File: src/hdl/edn_pkg.sv
// Package with the shared types, constants and state encoding of the nearest-codeword decoder.
`timescale 1ns / 1ps
package edn_pkg;
   localparam int SYM_BITS = 2;
   localparam int WORD_BITS = 64;
   localparam int LEN_BITS = 6;
   localparam int CNT_BITS = 11;
   localparam int IDX_BITS = 10;

   localparam logic REQ_LOAD = 1'b0;
   localparam logic REQ_DECODE = 1'b1;

   localparam logic [0:0] CSR_CODE_LEN = 1'b0;
   localparam logic [0:0] CSR_WORDS_IN_USE = 1'b1;

   typedef struct packed {
      logic req_type;
      logic [IDX_BITS-1:0] entry_index;
      logic [WORD_BITS-1:0] word_symbols;
   } req_type_type;

   typedef struct packed {
      logic [IDX_BITS-1:0] best_index;
      logic [WORD_BITS-1:0] best_word;
      logic [LEN_BITS-1:0] best_distance;
      logic exact_hit;
   } rsp_type;

   typedef enum logic [2:0] {
      ST_IDLE, ST_HIT_RD, ST_HIT_CMP, ST_ED_RD, ST_ED_ROW, ST_ED_DONE, ST_FETCH, ST_RESULT
   } state_type;

   // Commands from the controller to the datapath.
   typedef struct packed {
      logic capture;
      logic addr_clear;
      logic addr_inc;
      logic addr_best;
      logic row_init;
      logic row_step;
      logic best_init;
      logic best_update;
      logic mark_hit;
      logic respond;
   } ctrl_type;

   // Status from the datapath to the controller.
   typedef struct packed {
      logic last_entry;
      logic match;
      logic last_row;
      logic improves;
      logic close_enough;
   } status_type;
endpackage

File: src/hdl/edn_ctrl.sv
// Controller state machine sequencing the exact-match scan and the edit-distance scan.
`timescale 1ns / 1ps
module edn_ctrl (
   input  logic                  clock,
   input  logic                  reset,
   input  logic                  start,
   input  logic                  is_decode,
   input  edn_pkg::status_type   status,
   output edn_pkg::ctrl_type     ctrl,
   output logic                  busy
);
   edn_pkg::state_type state_ff, state_in;

   always_ff @(posedge clock) begin
      if (reset) begin
         state_ff <= edn_pkg::ST_IDLE;
      end else begin
         state_ff <= state_in;
      end
   end

   always_comb begin
      state_in = state_ff;
      ctrl = '0;
      busy = (state_ff != edn_pkg::ST_IDLE);
      case (state_ff)
         edn_pkg::ST_IDLE: begin
            if (start) begin
               ctrl.capture = 1'b1;
               ctrl.addr_clear = 1'b1;
               if (is_decode) begin
                  state_in = edn_pkg::ST_HIT_RD;
               end
            end
         end
         edn_pkg::ST_HIT_RD: begin
            state_in = edn_pkg::ST_HIT_CMP;
         end
         edn_pkg::ST_HIT_CMP: begin
            if (status.match) begin
               ctrl.mark_hit = 1'b1;
               ctrl.addr_best = 1'b1;
               state_in = edn_pkg::ST_FETCH;
            end else if (status.last_entry) begin
               ctrl.addr_clear = 1'b1;
               ctrl.best_init = 1'b1;
               state_in = edn_pkg::ST_ED_RD;
            end else begin
               ctrl.addr_inc = 1'b1;
               state_in = edn_pkg::ST_HIT_RD;
            end
         end
         edn_pkg::ST_ED_RD: begin
            ctrl.row_init = 1'b1;
            state_in = edn_pkg::ST_ED_ROW;
         end
         edn_pkg::ST_ED_ROW: begin
            ctrl.row_step = 1'b1;
            if (status.last_row) begin
               state_in = edn_pkg::ST_ED_DONE;
            end
         end
         edn_pkg::ST_ED_DONE: begin
            if (status.improves) begin
               ctrl.best_update = 1'b1;
            end
            if ((status.improves && status.close_enough) || status.last_entry) begin
               state_in = edn_pkg::ST_FETCH;
            end else begin
               ctrl.addr_inc = 1'b1;
               state_in = edn_pkg::ST_ED_RD;
            end
         end
         edn_pkg::ST_FETCH: begin
            ctrl.addr_best = 1'b1;
            state_in = edn_pkg::ST_RESULT;
         end
         edn_pkg::ST_RESULT: begin
            ctrl.respond = 1'b1;
            state_in = edn_pkg::ST_IDLE;
         end
         default: begin
            state_in = edn_pkg::ST_IDLE;
         end
      endcase
   end
endmodule

File: config.mk
export PLATFORM = sky130hd
export DESIGN_NAME = edn_ctrl
export DESIGN_NICKNAME = d
export VERILOG_FILES = /design/src/hdl/edn_pkg.sv /design/src/hdl/edn_ctrl.sv
export SDC_FILE = /design/constraint.sdc
export NUM_CORES = 1
export LEC_CHECK = 0
export ABC_AREA = 1
export ABC_CLOCK_PERIOD_IN_PS = 1100
export BUFFER_PORTS_ARGS = -buffer_cell sky130_fd_sc_hd__buf_2
export CORE_AREA = 2 2 39 41
export CTS_CLUSTER_DIAMETER = 50
export DETAILED_ROUTE_END_ITERATION = 7
export DIE_AREA = 0 0 41 43
export HOLD_SLACK_MARGIN = 0.03
export MAX_ROUTING_LAYER = met4
export PLACE_DENSITY = 0.49
export SLEW_MARGIN = 30
export SYNTH_ARGS = -nofsm -noshare
export SYNTH_HDL_FRONTEND = slang
export SYNTH_SLANG_ARGS = --single-unit
File: constraint.sdc
create_clock -name clock -period 1.1 [get_ports clock]
set_clock_uncertainty 0.05 [all_clocks]
set_input_delay 0.11 -clock clock [delete_from_list [all_inputs] [get_ports clock]]
set_output_delay 0.11 -clock clock [all_outputs]
set_load 0.03 [all_outputs]
==> results.json <==
{
  "required_ns": 0.94,
  "rsz0062_at_grt": "true",
  "io_buffers": 19,
  "cp-start-kind": "flop",
  "synth_area_per_cell_um2": 5.595,
  "n_fill_cell": 109,
  "status": "complete, but fails checks",
  "arrival_ns": 1.19,
  "cts_sinks": 3,
  "crit_path_cell_trace": "inv_4 > nor2_4 > nand2_4 > o22ai_2 > buf_6",
  "cts_tree": "yes",
  "dieWidth_um": 41,
  "grt_pass1_wl_um": 1835,
  "worstSetupEndpointType": "output pin",
  "powerDensity_nw_per_um2": 1545,
  "final_cell_mix": "buf_6 (25), buf_4 (9), inv_1 (8), buf_2 (8), nor2_4 (7)",
  "drc": 0,
  "synthDistinctLibCells": 15,
  "finalSetupViolCount": 13,
  "netlist_area_um2": 296.5,
  "relSlewSlack": 0.8782,
  "yosysWarnings": 0,
  "p_leak_uw": 0.0004726,
  "fin_area_um2": 914.6,
  "clock_path_buffers": 2,
  "path_clk_slew_ns": 0.04,
  "dr_total_vias": 502,
  "hp-class": "input port to flop",
  "multi_input_comb_area_um2": 332.8,
  "layout_min_cycle_time_ns": 1.346,
  "seqCellArea_um2": 71.32,
  "coreArea_um2": 1384,
  "seq_area_frac_synth": 0.2025,
  "dieArea_um2": 1763,
  "start_util": 0.2143,
  "instances_no_fill": 115,
  "first_pass_iters": 4,
  "setup_slack_ns": -0.2455,
  "placed_cell_area_um2": 548.0,
  "tightest_slew_ns": 0.1814,
  "pre_cts_ws_ns": -0.1369,
  "dp.cells": 98,
  "antenna_found_initial": 0,
  "drt_iter0_drc": 6,
  "antenna_cells": 0,
  "drive_above_1_share": 0.7778,
  "wirelength_um": 1219,
  "syn2layout_area_growth_pct": 208.4,
  "largest_reg_flops": 3,
  "ys_seq_elements": 3,
  "grt_use_total": 0.1572,
  "insertion_delay_ns": 0.24,
  "synth_fp_nets": 62,
  "timing.critical_path.slowest_cell_delay_ns": 0.41,
  "rows": 14,
  "numCtsBuffers": 3,
  "final_common_cell": "buf_6",
  "slew_viol_final": 0,
  "finalHoldViolations": 0,
  "die_y_um": 43,
  "cp_max_fo": 5,
  "ctsHtreeMaxLevel": 1,
  "grt_max_degree": 6,
  "synth_cells": 53,
  "top_regs": "state_ff: 3 flops",
  "cp_slowest_cell": "dfxtp_4",
  "routabilityCongestion": 0.7432,
  "hpwl_um": 717.7,
  "io_pins": 20,
  "max_cap_viol_count": 0,
  "fmaxAchievable_mhz": 743.2,
  "wire_per_inst_um": 10.60,
  "peakVddDrop_mv": 0.7604,
  "top_register": "state_ff",
  "post-route-util": 0.6609,
  "grt-ovfl-total": 0,
  "vias_per_cell": 4.365,
  "period_share": 1.223,
  "violations": "negative setup slack",
  "grt_pass1_vias": 476,
  "finalSetupTns_ns": -2.212,
  "ant_nets": 0,
  "critical_path_class": "flop to output pin",
  "clock-root-buffer": "clkbuf_4",
  "nNetsFinal": 109
}
critical path, delay by kind of cell (launching register included):
family | cells | cell delay [ns]
flip-flops | 1 | 0.41
buffers and inverters | 2 | 0.19
AND/OR/NAND/NOR | 2 | 0.19
AO/OA/AOI/OAI | 1 | 0.15
cell families after synthesis:
family | after synthesis | synth area share
simple gates | 31 | 0.5021
buf+inv | 15 | 0.2152
compound gates | 4 | 0.08016
flops | 3 | 0.2025
routing by layer:
layer	GRT usage	vias to the layer above	wire, um
met1	0.1667	229	459
met3	0.03141	2	40
met2	0.2594	14	702
met5	-	-	0
li1	-	257	-
met4	0.08000	0	17
stage by stage:
stage               power [uW]  hold WS, ns
detailed placement       730.5       0.2360
global route              1481       0.1426
finish                    1413       0.1200
CTS                       1261       0.1337
global placement         730.3       0.2394
floorplan                553.4       0.1324
cell usage after synthesis, drive strengths merged:
library cell | number | area (um2)
a31oi | 1 | 6.260
buf | 1 | 11.26
dfxtp | 3 | 60.06
inv | 14 | 52.55
nand2 | 10 | 42.54
nand3 | 7 | 40.04
nand3b | 1 | 7.510
nor2 | 12 | 52.55
nor4 | 1 | 6.260
o21ai | 1 | 5.000
o22ai | 2 | 12.51
cell type report:
| type | instances | area share |
|---|---|---|
| repair buffers | 43 | 0.4364 |
| multi-input cells | 35 | 0.3639 |
| flip-flops and latches | 3 | 0.07798 |
| inverters | 14 | 0.07114 |
| clock buffers | 4 | 0.02873 |
| well taps | 16 | 0.02189 |
power by group:
| part | switching (uW) | internal, uW |
|---|---|---|
| Sequential | 64.5 | 141 |
| Combinational | 478 | 526 |
| Clock | 66.4 | 137 |
what timing repair did:
action,in CTS,in global routing
gates cloned,0,0
endpoints found under the hold margin,1,0
buffers inserted,9,4
pin swaps,12,10
setup endpoints to repair,13,14
hold buffers,1,0
gates resized for setup,57,11
final timing paths:
kind	from	endpoint	slack, ns	cells after the start
setup / recovery	state_ff[0]	ctrl[7]	-0.25	5
hold reg to reg	state_ff[0]	state_ff[0]	0.70	4
hold / removal	status[2]	state_ff[0]	0.12	5
setup reg to reg	state_ff[2]	state_ff[2]	-0.05	9
Note: power is estimated with default switching activity, not from simulation.
